<file path="src/design/ttd_pkg.sv">
// Shared types, codes and constants of the touch tap detector.
`timescale 1ns / 1ps

package ttd_pkg;

    localparam int RAW_W      = 16;
    localparam int TIME_W     = 32;
    localparam int CMD_W      = 3;
    localparam int SX_W       = 10;
    localparam int SY_W       = 9;
    localparam int CFG_IDX_W  = 3;
    localparam int CFG_DATA_W = 16;
    localparam int MODE_W     = 3;

    localparam int SCREEN_W_DEF = 800;
    localparam int SCREEN_H_DEF = 480;

    // Raw coordinate resolution of the touch controller.
    localparam int COORD_BITS = 16;
    localparam logic [RAW_W-1:0] COORD_MASK = RAW_W'((64'd1 << COORD_BITS) - 64'd1);

    typedef enum logic [CMD_W-1:0] {
        CMD_PRESS      = 3'd0,
        CMD_RELEASE    = 3'd1,
        CMD_AXIS_X     = 3'd2,
        CMD_AXIS_Y     = 3'd3,
        CMD_AXIS_OTHER = 3'd4,
        CMD_IGNORED    = 3'd5
    } cmd_t;

    localparam logic [CFG_IDX_W-1:0] REG_X_RAW_MIN   = 3'd0;
    localparam logic [CFG_IDX_W-1:0] REG_X_RAW_MAX   = 3'd1;
    localparam logic [CFG_IDX_W-1:0] REG_Y_RAW_MIN   = 3'd2;
    localparam logic [CFG_IDX_W-1:0] REG_Y_RAW_MAX   = 3'd3;
    localparam logic [CFG_IDX_W-1:0] REG_AXIS_MODE   = 3'd4;
    localparam logic [CFG_IDX_W-1:0] REG_MOVE_LIMIT  = 3'd5;
    localparam logic [CFG_IDX_W-1:0] REG_HOLD_MIN_MS = 3'd6;
    localparam logic [CFG_IDX_W-1:0] REG_HOLD_MAX_MS = 3'd7;

    localparam logic [RAW_W-1:0]  X_RAW_MIN_RST   = 16'd0;
    localparam logic [RAW_W-1:0]  X_RAW_MAX_RST   = 16'd4095;
    localparam logic [RAW_W-1:0]  Y_RAW_MIN_RST   = 16'd0;
    localparam logic [RAW_W-1:0]  Y_RAW_MAX_RST   = 16'd4095;
    localparam logic [MODE_W-1:0] AXIS_MODE_RST   = 3'd0;
    localparam logic [RAW_W-1:0]  MOVE_LIMIT_RST  = 16'd50;
    localparam logic [RAW_W-1:0]  HOLD_MIN_MS_RST = 16'd0;
    localparam logic [RAW_W-1:0]  HOLD_MAX_MS_RST = 16'd1000;

    localparam int MODE_INV_X = 0;
    localparam int MODE_INV_Y = 1;
    localparam int MODE_SWAP  = 2;

    typedef struct packed {
        logic [CMD_W-1:0]  cmd;
        logic [RAW_W-1:0]  axis_value;
        logic [TIME_W-1:0] time_ms;
    } in_t;

    typedef struct packed {
        logic [RAW_W-1:0] tap_raw_x;
        logic [RAW_W-1:0] tap_raw_y;
        logic [SX_W-1:0]  tap_screen_x;
        logic [SY_W-1:0]  tap_screen_y;
    } out_t;

    typedef enum logic [1:0] {
        ST_IDLE,
        ST_CHECK,
        ST_MAP
    } top_state_t;

    typedef enum logic [1:0] {
        MAP_IDLE,
        MAP_CLAMP,
        MAP_MUL,
        MAP_DIV
    } map_state_t;

endpackage

</file>
<file path="src/design/ttd_axis_map.sv">
// One calibration axis: clamp, invert, scale and bit-serial restoring divide.
`timescale 1ns / 1ps

module ttd_axis_map
    import ttd_pkg::*;
#(
    parameter int SPAN = SCREEN_W_DEF
)
(
    input  logic                        clk,
    input  logic                        rst_n,
    input  logic                        start,
    input  logic [RAW_W-1:0]            raw,
    input  logic [RAW_W-1:0]            lo,
    input  logic [RAW_W-1:0]            hi,
    input  logic                        inv,
    output logic                        done,
    output logic [$clog2(SPAN)-1:0]     result
);

    localparam int QW = $clog2(SPAN);
    localparam int PW = RAW_W + QW;
    localparam int CW = $clog2(PW);

    map_state_t          state_reg, state_next;
    logic [RAW_W-1:0]    num_reg, num_next;
    logic [RAW_W-1:0]    den_reg, den_next;
    logic                zero_reg, zero_next;
    logic                inv_reg, inv_next;
    logic [PW-1:0]       prod_reg, prod_next;
    logic [RAW_W-1:0]    rem_reg, rem_next;
    logic [QW-1:0]       q_reg, q_next;
    logic [CW-1:0]       cnt_reg, cnt_next;
    logic                done_reg, done_next;

    logic [RAW_W:0]      trial;
    logic                ge;
    logic [RAW_W-1:0]    clamped;

    always_comb
    begin
        trial   = {rem_reg, prod_reg[PW-1]};
        ge      = trial >= {1'b0, den_reg};
        clamped = (num_reg > den_reg) ? den_reg : num_reg;

        state_next = state_reg;
        num_next   = num_reg;
        den_next   = den_reg;
        zero_next  = zero_reg;
        inv_next   = inv_reg;
        prod_next  = prod_reg;
        rem_next   = rem_reg;
        q_next     = q_reg;
        cnt_next   = cnt_reg;
        done_next  = 1'b0;

        unique case (state_reg)
            MAP_IDLE:
            begin
                if (start)
                begin
                    // Flip both signs for reversed bounds; quotient is unchanged.
                    if (hi > lo)
                    begin
                        den_next = hi - lo;
                        num_next = (raw < lo) ? '0 : raw - lo;
                    end
                    else
                    begin
                        den_next = lo - hi;
                        num_next = (raw > lo) ? '0 : lo - raw;
                    end
                    zero_next  = hi == lo;
                    inv_next   = inv;
                    state_next = MAP_CLAMP;
                end
            end
            MAP_CLAMP:
            begin
                num_next   = inv_reg ? den_reg - clamped : clamped;
                state_next = MAP_MUL;
            end
            MAP_MUL:
            begin
                prod_next  = PW'(num_reg) * PW'(SPAN - 1);
                rem_next   = '0;
                q_next     = '0;
                cnt_next   = CW'(PW - 1);
                state_next = MAP_DIV;
            end
            MAP_DIV:
            begin
                // One quotient bit per cycle, dividend fed MSB first.
                rem_next  = ge ? RAW_W'(trial - {1'b0, den_reg}) : trial[RAW_W-1:0];
                prod_next = {prod_reg[PW-2:0], 1'b0};
                q_next    = QW'({q_reg, ge});
                cnt_next  = cnt_reg - CW'(1);
                if (cnt_reg == '0)
                begin
                    done_next  = 1'b1;
                    state_next = MAP_IDLE;
                end
            end
            default:
            begin
                state_next = MAP_IDLE;
            end
        endcase
    end

    always_ff @(posedge clk or negedge rst_n)
    begin
        if (!rst_n)
        begin
            state_reg <= MAP_IDLE;
            done_reg  <= 1'b0;
            cnt_reg   <= '0;
        end
        else
        begin
            state_reg <= state_next;
            done_reg  <= done_next;
            cnt_reg   <= cnt_next;
        end
    end

    always_ff @(posedge clk)
    begin
        num_reg  <= num_next;
        den_reg  <= den_next;
        zero_reg <= zero_next;
        inv_reg  <= inv_next;
        prod_reg <= prod_next;
        rem_reg  <= rem_next;
        q_reg    <= q_next;
    end

    assign done   = done_reg;
    assign result = zero_reg ? '0 : q_reg;

endmodule

</file>
<file path="src/design/touch_tap_detector.sv">
// Top level of the touch tap detector: event tracking, tap qualification, output register.
`timescale 1ns / 1ps

// Touch tap detector. Each input transaction is one touch event (press, release,
// X or Y axis value, other axis, ignored) with a millisecond timestamp. Press,
// axis and ignored events, and releases with no touch active, are taken without
// leaving idle. A release of an active touch is qualified in the following
// cycle (captured start, largest raw movement within move_limit, hold time
// within [hold_min_ms, hold_max_ms]); a qualified tap then runs both
// calibration axes in parallel through bit-serial restoring dividers, one
// quotient bit per cycle, and in_stall stays high until both results are in
// and the output register is free to take them. The result sits in an output
// register, so the next event is taken while a tap waits for the consumer.
// Configuration is a plain write port (index 0..7 in register order); write
// only while idle.
module touch_tap_detector
    import ttd_pkg::*;
#(
    parameter int SCREEN_W = SCREEN_W_DEF,
    parameter int SCREEN_H = SCREEN_H_DEF
)
(
    input  logic                  clk,
    input  logic                  rst_n,
    input  logic                  in_valid,
    output logic                  in_stall,
    input  in_t                   in_data,
    output logic                  out_valid,
    input  logic                  out_stall,
    output out_t                  out_data,
    input  logic                  cfg_we,
    input  logic [CFG_IDX_W-1:0]  cfg_index,
    input  logic [CFG_DATA_W-1:0] cfg_data
);

    localparam int QX_W = $clog2(SCREEN_W);
    localparam int QY_W = $clog2(SCREEN_H);

    // Calibration and gesture limits.
    logic [RAW_W-1:0]  x_raw_min_reg, x_raw_max_reg, y_raw_min_reg, y_raw_max_reg;
    logic [MODE_W-1:0] axis_mode_reg;
    logic [RAW_W-1:0]  move_limit_reg, hold_min_ms_reg, hold_max_ms_reg;

    // Touch tracking state.
    top_state_t        state_reg, state_next;
    logic              touch_active_reg, touch_active_next;
    logic              start_captured_reg, start_captured_next;
    logic [TIME_W-1:0] press_time_reg, press_time_next;
    logic [RAW_W-1:0]  start_x_reg, start_x_next;
    logic [RAW_W-1:0]  start_y_reg, start_y_next;
    logic [RAW_W-1:0]  latest_x_reg, latest_x_next;
    logic [RAW_W-1:0]  latest_y_reg, latest_y_next;

    // Release qualification.
    logic [TIME_W-1:0] held_reg, held_next;
    logic [RAW_W-1:0]  mx_reg, mx_next;
    logic [RAW_W-1:0]  my_reg, my_next;

    // Mapping progress and output register.
    logic              x_fin_reg, x_fin_next;
    logic              y_fin_reg, y_fin_next;
    logic              out_valid_reg, out_valid_next;
    out_t              out_reg, out_next;

    logic              in_take;
    logic [RAW_W-1:0]  val;
    logic [RAW_W-1:0]  new_x, new_y;
    logic [RAW_W-1:0]  mv;
    logic              tap_ok;
    logic              map_start;
    logic              swap;
    logic              x_done, y_done;
    logic [QX_W-1:0]   x_result;
    logic [QY_W-1:0]   y_result;
    logic              x_fin, y_fin;
    logic              out_free;
    logic              out_load;

    // Configuration writes.
    always_ff @(posedge clk or negedge rst_n)
    begin
        if (!rst_n)
        begin
            x_raw_min_reg   <= X_RAW_MIN_RST;
            x_raw_max_reg   <= X_RAW_MAX_RST;
            y_raw_min_reg   <= Y_RAW_MIN_RST;
            y_raw_max_reg   <= Y_RAW_MAX_RST;
            axis_mode_reg   <= AXIS_MODE_RST;
            move_limit_reg  <= MOVE_LIMIT_RST;
            hold_min_ms_reg <= HOLD_MIN_MS_RST;
            hold_max_ms_reg <= HOLD_MAX_MS_RST;
        end
        else if (cfg_we)
        begin
            unique case (cfg_index)
                REG_X_RAW_MIN:   x_raw_min_reg   <= cfg_data;
                REG_X_RAW_MAX:   x_raw_max_reg   <= cfg_data;
                REG_Y_RAW_MIN:   y_raw_min_reg   <= cfg_data;
                REG_Y_RAW_MAX:   y_raw_max_reg   <= cfg_data;
                REG_AXIS_MODE:   axis_mode_reg   <= cfg_data[MODE_W-1:0];
                REG_MOVE_LIMIT:  move_limit_reg  <= cfg_data;
                REG_HOLD_MIN_MS: hold_min_ms_reg <= cfg_data;
                REG_HOLD_MAX_MS: hold_max_ms_reg <= cfg_data;
                default:         ;
            endcase
        end
    end

    // Take events only when no tap is in flight.
    assign in_stall = state_reg != ST_IDLE;
    assign in_take  = in_valid && !in_stall;

    assign val   = in_data.axis_value & COORD_MASK;
    assign new_x = (in_data.cmd == CMD_AXIS_X) ? val : latest_x_reg;
    assign new_y = (in_data.cmd == CMD_AXIS_Y) ? val : latest_y_reg;

    assign mv     = (mx_reg > my_reg) ? mx_reg : my_reg;
    assign tap_ok = start_captured_reg && (mv <= move_limit_reg)
                    && (held_reg >= TIME_W'(hold_min_ms_reg))
                    && (held_reg <= TIME_W'(hold_max_ms_reg));

    assign map_start = (state_reg == ST_CHECK) && tap_ok;
    assign swap      = axis_mode_reg[MODE_SWAP];

    assign x_fin    = x_fin_reg || x_done;
    assign y_fin    = y_fin_reg || y_done;
    assign out_free = !out_valid_reg || !out_stall;
    assign out_load = (state_reg == ST_MAP) && x_fin && y_fin && out_free;

    always_comb
    begin
        state_next          = state_reg;
        touch_active_next   = touch_active_reg;
        start_captured_next = start_captured_reg;
        press_time_next     = press_time_reg;
        start_x_next        = start_x_reg;
        start_y_next        = start_y_reg;
        latest_x_next       = latest_x_reg;
        latest_y_next       = latest_y_reg;
        held_next           = held_reg;
        mx_next             = mx_reg;
        my_next             = my_reg;
        x_fin_next          = x_fin_reg;
        y_fin_next          = y_fin_reg;
        out_next            = out_reg;
        out_valid_next      = out_valid_reg && out_stall;

        unique case (state_reg)
            ST_IDLE:
            begin
                if (in_take)
                begin
                    case (in_data.cmd) inside
                        CMD_PRESS:
                        begin
                            // Restart the touch and drop any held start.
                            touch_active_next   = 1'b1;
                            start_captured_next = 1'b0;
                            press_time_next     = in_data.time_ms;
                        end
                        CMD_RELEASE:
                        begin
                            if (touch_active_reg)
                            begin
                                touch_active_next = 1'b0;
                                held_next  = in_data.time_ms - press_time_reg;
                                mx_next    = (latest_x_reg >= start_x_reg)
                                             ? latest_x_reg - start_x_reg
                                             : start_x_reg - latest_x_reg;
                                my_next    = (latest_y_reg >= start_y_reg)
                                             ? latest_y_reg - start_y_reg
                                             : start_y_reg - latest_y_reg;
                                state_next = ST_CHECK;
                            end
                        end
                        CMD_AXIS_X, CMD_AXIS_Y, CMD_AXIS_OTHER:
                        begin
                            // Other axis codes still capture the start position.
                            if (touch_active_reg)
                            begin
                                latest_x_next = new_x;
                                latest_y_next = new_y;
                                if (!start_captured_reg)
                                begin
                                    start_x_next        = new_x;
                                    start_y_next        = new_y;
                                    start_captured_next = 1'b1;
                                end
                            end
                        end
                        default:
                        begin
                        end
                    endcase
                end
            end
            ST_CHECK:
            begin
                x_fin_next = 1'b0;
                y_fin_next = 1'b0;
                state_next = tap_ok ? ST_MAP : ST_IDLE;
            end
            ST_MAP:
            begin
                // Hold finished axes until both are in and the output is free.
                x_fin_next = x_fin;
                y_fin_next = y_fin;
                if (out_load)
                begin
                    out_next.tap_raw_x    = latest_x_reg;
                    out_next.tap_raw_y    = latest_y_reg;
                    out_next.tap_screen_x = SX_W'(x_result);
                    out_next.tap_screen_y = SY_W'(y_result);
                    out_valid_next        = 1'b1;
                    state_next            = ST_IDLE;
                end
            end
            default:
            begin
                state_next = ST_IDLE;
            end
        endcase
    end

    always_ff @(posedge clk or negedge rst_n)
    begin
        if (!rst_n)
        begin
            state_reg          <= ST_IDLE;
            touch_active_reg   <= 1'b0;
            start_captured_reg <= 1'b0;
            press_time_reg     <= '0;
            start_x_reg        <= '0;
            start_y_reg        <= '0;
            latest_x_reg       <= '0;
            latest_y_reg       <= '0;
            x_fin_reg          <= 1'b0;
            y_fin_reg          <= 1'b0;
            out_valid_reg      <= 1'b0;
        end
        else
        begin
            state_reg          <= state_next;
            touch_active_reg   <= touch_active_next;
            start_captured_reg <= start_captured_next;
            press_time_reg     <= press_time_next;
            start_x_reg        <= start_x_next;
            start_y_reg        <= start_y_next;
            latest_x_reg       <= latest_x_next;
            latest_y_reg       <= latest_y_next;
            x_fin_reg          <= x_fin_next;
            y_fin_reg          <= y_fin_next;
            out_valid_reg      <= out_valid_next;
        end
    end

    always_ff @(posedge clk)
    begin
        held_reg <= held_next;
        mx_reg   <= mx_next;
        my_reg   <= my_next;
        out_reg  <= out_next;
    end

    // Column runs through the X calibration, row through the Y calibration;
    // swap exchanges which raw axis feeds each.
    ttd_axis_map #(
        .SPAN (SCREEN_W)
    ) u_map_x (
        .clk    (clk),
        .rst_n  (rst_n),
        .start  (map_start),
        .raw    (swap ? latest_y_reg : latest_x_reg),
        .lo     (x_raw_min_reg),
        .hi     (x_raw_max_reg),
        .inv    (axis_mode_reg[MODE_INV_X]),
        .done   (x_done),
        .result (x_result)
    );

    ttd_axis_map #(
        .SPAN (SCREEN_H)
    ) u_map_y (
        .clk    (clk),
        .rst_n  (rst_n),
        .start  (map_start),
        .raw    (swap ? latest_x_reg : latest_y_reg),
        .lo     (y_raw_min_reg),
        .hi     (y_raw_max_reg),
        .inv    (axis_mode_reg[MODE_INV_Y]),
        .done   (y_done),
        .result (y_result)
    );

    assign out_valid = out_valid_reg;
    assign out_data  = out_reg;

`ifndef ASSERT_OFF
    // An accepted release of an active touch always goes to qualification.
    a_release_checks: assert property (@(posedge clk) disable iff (!rst_n)
        in_take && (in_data.cmd == CMD_RELEASE) && touch_active_reg
        |=> state_reg == ST_CHECK)
        else $error("release of active touch not qualified");

    // Qualification lasts exactly one cycle.
    a_check_one_cycle: assert property (@(posedge clk) disable iff (!rst_n)
        state_reg == ST_CHECK |=> state_reg != ST_CHECK)
        else $error("qualification stuck");

    // A new tap appears only at the end of a mapping run.
    a_tap_from_map: assert property (@(posedge clk) disable iff (!rst_n)
        $rose(out_valid_reg) |-> $past(state_reg) == ST_MAP)
        else $error("tap result without mapping");

    // No touch is active while a tap is being mapped.
    a_map_inactive: assert property (@(posedge clk) disable iff (!rst_n)
        state_reg == ST_MAP |-> !touch_active_reg)
        else $error("touch active during mapping");
`endif

endmodule
</file>
<file path="config.mk">
export PLATFORM = sky130hd
export DESIGN_NAME = touch_tap_detector
export DESIGN_NICKNAME = d
export VERILOG_FILES = /design/src/design/ttd_pkg.sv /design/src/design/ttd_axis_map.sv /design/src/design/touch_tap_detector.sv
export SDC_FILE = /design/constraint.sdc
export NUM_CORES = 2
export LEC_CHECK = 0
export BUFFER_PORTS_ARGS = -buffer_cell sky130_fd_sc_hd__buf_2
export CORE_ASPECT_RATIO = 0.8
export CORE_MARGIN = 1
export CORE_UTILIZATION = 45
export CTS_CLUSTER_DIAMETER = 40
export CTS_CLUSTER_SIZE = 10
export DETAILED_ROUTE_END_ITERATION = 6
export PLACE_DENSITY = 0.64
export SETUP_SLACK_MARGIN = 0.4
export SYNTH_ARGS = -nofsm -noshare
export SYNTH_HDL_FRONTEND = slang
export SYNTH_SLANG_ARGS = --single-unit
export TNS_END_PERCENT = 30
</file>
<file path="constraint.sdc">
create_clock -name clk -period 5.2 [get_ports clk]
set_input_delay 0.52 -clock clk [delete_from_list [all_inputs] [get_ports clk]]
set_output_delay 0.52 -clock clk [all_outputs]
set_load 0.02 [all_outputs]
</file>
* Word level (Yosys, flattened, before mapping)
Index checks and enable logic that the tools add are counted.
** Operators by class
- $add $sub $neg :: 19
- $mul :: 2
- Divide/modulo/power cells :: 0
- $lt $le $gt $ge :: 16
- Equal/unequal tests :: 31
- Shifts and indexed selects :: 0
- Multiplexer cells :: 59
- Bitwise gates (word level) :: 3
- Reductions and logical operators :: 54
** Operator list (count)
- $mux W16 :: 23
- $sub A16 B16 Y16 :: 16
- $pmux W16 S2 :: 4
- $gt A16 B16 Y1 :: 7
- $pmux W26 S2 :: 1
- $pmux W25 S2 :: 1
- $ge A17 B16 Y1 :: 2
- $eq A16 B16 Y1 :: 2
- $ge A16 B16 Y1 :: 2
- $ge A32 B16 Y1 :: 1
- $le A32 B16 Y1 :: 1
- $lt A16 B16 Y1 :: 2
- $sub A32 B32 Y32 :: 1
- $reduce_and A2 Y1 :: 15
- $mul A16 B10 Y26 const B :: 1
- $mul A16 B9 Y25 const B :: 1
- $pmux W10 S2 :: 1
- $pmux W5 S2 :: 2
- $mux W2 :: 9
- $pmux W9 S2 :: 1
- $reduce_bool A2 Y1 :: 9
- $le A16 B16 Y1 :: 1
- $ne A2 B2 Y1 const B :: 8
- $pmux W2 S4 :: 2
- other kinds (22) :: 71
** Word-level totals
- Bits in registers :: 519
- Bits in latches :: 0
- Bits in writable memories :: 0
- ROM bits :: 0
- Input bits :: 75
- Output and inout port bits :: 53
- Logic and storage cells :: 230
- Memories kept :: 0

* Longest topological paths before layout
- Depth after elaboration :: 9
- Gate-level depth with buffers :: 23
- Depth with buffers taken out :: 21

* Cells and area by module
From an unflattened synthesis, not the netlist that was laid out.
** Second synthesis, totals
- Cell total of the unflattened synthesis :: 4474
- Area total of the unflattened synthesis :: 43401.6 µm²
** Modules (own cells, without submodules)
- touch_tap_detector :: times used 1, cells each 1748, area each 18826.8 µm²
- ttd_axis_map (u_map_x) :: times used 1, cells each 1397, area each 12648.4 µm²
- ttd_axis_map (u_map_y) :: times used 1, cells each 1329, area each 11926.4 µm²

* Worst setup path before layout
Ideal clock, no wire load.
- Kind :: register -> register
- From :: register mx_reg[1]
- To :: register u_map_x.num_reg[0], enable pin
- Library setup time :: 392 ps
- Arrival :: 5232 ps
- Data required time :: 4808 ps
- Slack :: -425 ps
- Stages on the path, launching flop included :: 22
- Path through :: edfxtp_1 > ha_1 > nor2b_1 > o21a_1 > o21a_1 > o21a_1 > o21a_1 > o21ai_0 > a21oi_1 > o221ai_1 > clkbuf_1 > mux2_2 > ha_1 > nor2b_1 > o21a_1 > o21a_1 > o21ai_0 > a21oi_1 > o22ai_1 > and4b_1 > and3_1 > o21bai_1
** Between the ends
- Cells in the longest elaborated chain, start to end :: 9
** Ends and longest elaborated chain
- start: declaration :: RTL line touch_tap_detector.sv:56 : logic [RAW_W-1:0] mx_reg, mx_next;
- start signal: assignment :: RTL line touch_tap_detector.sv:260 : mx_reg <= mx_next;
- $gt A16 B16 Y1 :: RTL line touch_tap_detector.sv:117 : assign mv = (mx_reg > my_reg) ? mx_reg : my_reg;
- $mux W16 * :: RTL line touch_tap_detector.sv:117
- $le A16 B16 Y1 * :: RTL line touch_tap_detector.sv:118 : assign tap_ok = start_captured_reg && (mv <= move_limit_reg)
- $logic_and A1 B1 Y1 * :: RTL line touch_tap_detector.sv:118
- $logic_and A1 B1 Y1 * :: RTL line touch_tap_detector.sv:119 : && (held_reg >= TIME_W'(hold_min_ms_reg))
- $logic_and A1 B1 Y1 * :: RTL line touch_tap_detector.sv:120 : && (held_reg <= TIME_W'(hold_max_ms_reg));
- $logic_and A1 B1 Y1 * :: RTL line touch_tap_detector.sv:122 : assign map_start = (state_reg == ST_CHECK) && tap_ok;
- $ne A2 B2 Y1 (no line) *
- $reduce_and A2 Y1 (no line) *
- end signal: assignment :: RTL line ttd_axis_map.sv:129 : num_reg <= num_next;
- end: declaration :: RTL line ttd_axis_map.sv:26 : logic [RAW_W-1:0] num_reg, num_next;
Mark *: on every way between the ends. The rest lies on a longest branch, timed or not.
A chain may end at the register's enable or synchronous reset.

* Worst setup path after layout
- From :: register u_map_x.num_reg[9]
- To :: register u_map_x.prod_reg[25], data pin
** Between the ends
- Cells in the longest elaborated chain, start to end :: 2
** Ends and longest elaborated chain
- $mul A16 B10 Y26 :: RTL line ttd_axis_map.sv:85 : prod_next = PW'(num_reg) * PW'(SPAN - 1);
- $pmux W26 S2 :: RTL line ttd_axis_map.sv:57 : unique case (state_reg)
- named net u_map_x.prod_next[25] :: RTL line ttd_axis_map.sv:30 : logic [PW-1:0] prod_reg, prod_next;
- end signal: assignment :: RTL line ttd_axis_map.sv:133 : prod_reg <= prod_next;
- end: declaration :: RTL line ttd_axis_map.sv:30
The timed path passes the listed nets, and every way through them passes these cells.

==> metrics <==
status=finished with violations; failing checks=design-rule violations; GR Util met3=4.47%; commonest non-fill, non-tap cell in the layout=inv_1; cell repeated most along the worst path=fa_1; Placed Area=0.0457 mm²; sequential share of the synthesized area=33.6%; largest stage delay on the critical path=0.54 ns; H-tree levels=3; Initial Util=45.4%; Worst Setup Start Kind=register; post-synth cell types=86; final worst path period share=97.5%; CP endpoint kind=register; Final Wtd Congestion=0.926; CTS tree=built; initial antenna violation count=3; Mapped Cells=4497; gr busiest metal=met2; cell breakdown of the critical path=buf_6 > fa_1 > ha_1 > inv_1 > fa_1 > inv_1 > fa_1 > fa_1 > ha_4 > a21oi_2 > o21ai_2 > nor4b_4 > o41ai_4 > a221oi_2 > a21oi_2 > a221oi_2 > xnor2_1 > o21ai_1; die height=279 µm; share of layout cells above drive strength 1=17.7%; routed length per instance=19.2 µm; Routed Antenna Nets=0; unrepaired setup endpoints after global routing=yes; Hold WC Path Type=in2reg; CP required=5.56 ns; global-route wire length before repair=182000 µm; All-Layer GR Usage=23.7%; boundary pin count=128; number of max-cap violations=0; grt met2 use=35.3%; CTS sink count=519; fin nets=5547; # DRC=2; maximum clock path buffer count=3; number of global-route vias before repair=32290; area of the core=0.0948 mm²; 1st-iter DRT viols=2210; area grow syn2layout=18.4%; Slew HR=18.3%; post-synthesis register bit count=519; DIE WIDTH=348 µm; drt via density=5.53; post-synthesis net count=5257; Setup Viol. Count Final=0; Root Buffer=clkbuf_16; Die Area=0.0969 mm²; Final Routed Wirelength=117000 µm; Filler cells=8353; met1 Usage GRT=34.7%; mapped cell area=0.0430 mm²; DR vias=33798; setup_tns=0 ns; clk_lat worst skew=0.69 ns; Slowest-stage cell, CP=fa_1; most frequent cells in the layout=567 x inv_1, 497 x ha_1, 341 x nand2_1, 285 x edfxtp_1, 275 x o21ai_0; Std-Cell Rows=101; Final Max Slew Viols=0; crit-path max FO=5; post-detail-place hpwl=89400 µm; GR Overflow Total=0; largest net degree at the start of global routing=79; DR pass1 iterations=7; fmax=197 MHz; post-synthesis async set-or-reset flop share=45.1%; max reg flops=51; total CTS buffers=95; Slew @ Worst Pin=1.23 ns; IO Port Bufs=127; Post-synth EDFFs=285; clock slew at reported path FFs=0.06 ns; Final min period=5.07 ns; Setup CP Type=reg2reg; final non-filler cell area=0.0509 mm²; crit path DAT=5.43 ns; Avg Cell Area, Syn=9.57 µm²; Final Hold Fails=0; clk_skew=0.0613 ns; ys flop type=edfxtp_1; synth warn=0
path summary, 6_finish.rpt:
check                                   startpoint  cells past startpoint                    to  slack, ns
worst max-delay path            u_map_x.num_reg[9]                     18  u_map_x.prod_reg[25]       0.13
worst min-delay path                   in_data[26]                      3    press_time_reg[26]       0.05
worst max register to register  u_map_x.num_reg[9]                     18  u_map_x.prod_reg[25]       0.13
worst min register to register           x_fin_reg                      2             x_fin_reg       0.49
max in group asynchronous                    rst_n                      3     press_time_reg[8]       3.41
min in group asynchronous                    rst_n                      2       latest_y_reg[2]       0.33
cells by family after synthesis:
group / synth area share (%)
AOI/OAI and AO/OA: 17.5
xor gates and xnor gates: 3.40
adders and majority gates: 22.5
buffers and inverters: 6.52
DFF: 33.6
muxes: 5.48
and+or+nand+nor: 11.0
Yosys cell counts (24+ instances only):
library cell | count | share of area [%]
o221ai_1 | 26 | 0.53
xnor2_1 | 106 | 2.2
a21o_1 | 146 | 2.5
nand3_1 | 61 | 0.71
ha_1 | 537 | 16
nor2b_1 | 69 | 1.0
xor2_1 | 61 | 1.2
a21oi_1 | 277 | 3.2
o21a_1 | 80 | 1.4
o31ai_1 | 24 | 0.42
edfxtp_1 | 285 | 20
o21ai_0 | 300 | 3.5
a31oi_1 | 32 | 0.47
and2_1 | 26 | 0.38
dfrtp_1 | 201 | 12
clkbuf_1 | 126 | 1.1
a211oi_1 | 29 | 0.51
nand2b_1 | 31 | 0.45
and3_1 | 27 | 0.39
o21bai_1 | 26 | 0.45
mux2_2 | 102 | 2.7
nor2_1 | 257 | 2.2
inv_1 | 583 | 5.1
dfstp_2 | 33 | 2.0
nand4_1 | 42 | 0.61
fa_1 | 148 | 6.9
nor3_1 | 57 | 0.66
mux2i_1 | 121 | 2.8
nand2_1 | 344 | 3.0
through the flow:
stage               cells  hold slack (ns)  util, %  setup slack (ns)
finish               6107           0.0521     53.7             0.128
global route         6105           0.0424     53.7           -0.0728
CTS                  6059           0.0232     52.6             0.152
detailed placement   5826            0.466     48.2           -0.0375
global placement     5826            0.467     48.2           -0.0252
floorplan            4497            0.224        -             0.199
layout make-up:
| class | count | area [µm²] | share of cell area, % |
|---|---|---|---|
| multi-input combinational | 3244 | 27000 | 52.9 |
| sequential | 519 | 14500 | 28.4 |
| clock buffer | 120 | 2640 | 5.18 |
| timing repair buffer | 343 | 2480 | 4.86 |
| inverter | 584 | 2190 | 4.30 |
| tap | 1236 | 1550 | 3.04 |
| clock inverter | 59 | 652 | 1.28 |
| antenna | 2 | 5.00 | 0.00983 |
worst max-delay path, delay by kind of cell, from the launching register on:
kind                     cells  cell delay (ns)
adder cells (fa/ha/maj)      6             2.42
AO/OA/AOI/OAI                7             1.17
flip-flops                   1             0.49
AND/OR/NAND/NOR              1             0.31
buffers and inverters        3             0.26
XOR/XNOR                     1             0.15
routing by layer:
layer  share of wire, %  vias to the layer above
met2                 43                      994
met3                6.5                      189
met4                2.9                        6
li1                   -                    16457
met5              0.029                        -
met1                 48                    16152
what timing repair did:
action,in CTS,in global routing
cloned,2,0
setup endpoints to repair,91,105
hold endpoints to repair,45,0
gates resized for setup,96,145
hold buffers,1,0
setup buffers,51,46
pin swaps,87,101
Power is not shown: default switching activity piles up to over one toggle a cycle in this logic, so the estimate is an artifact.
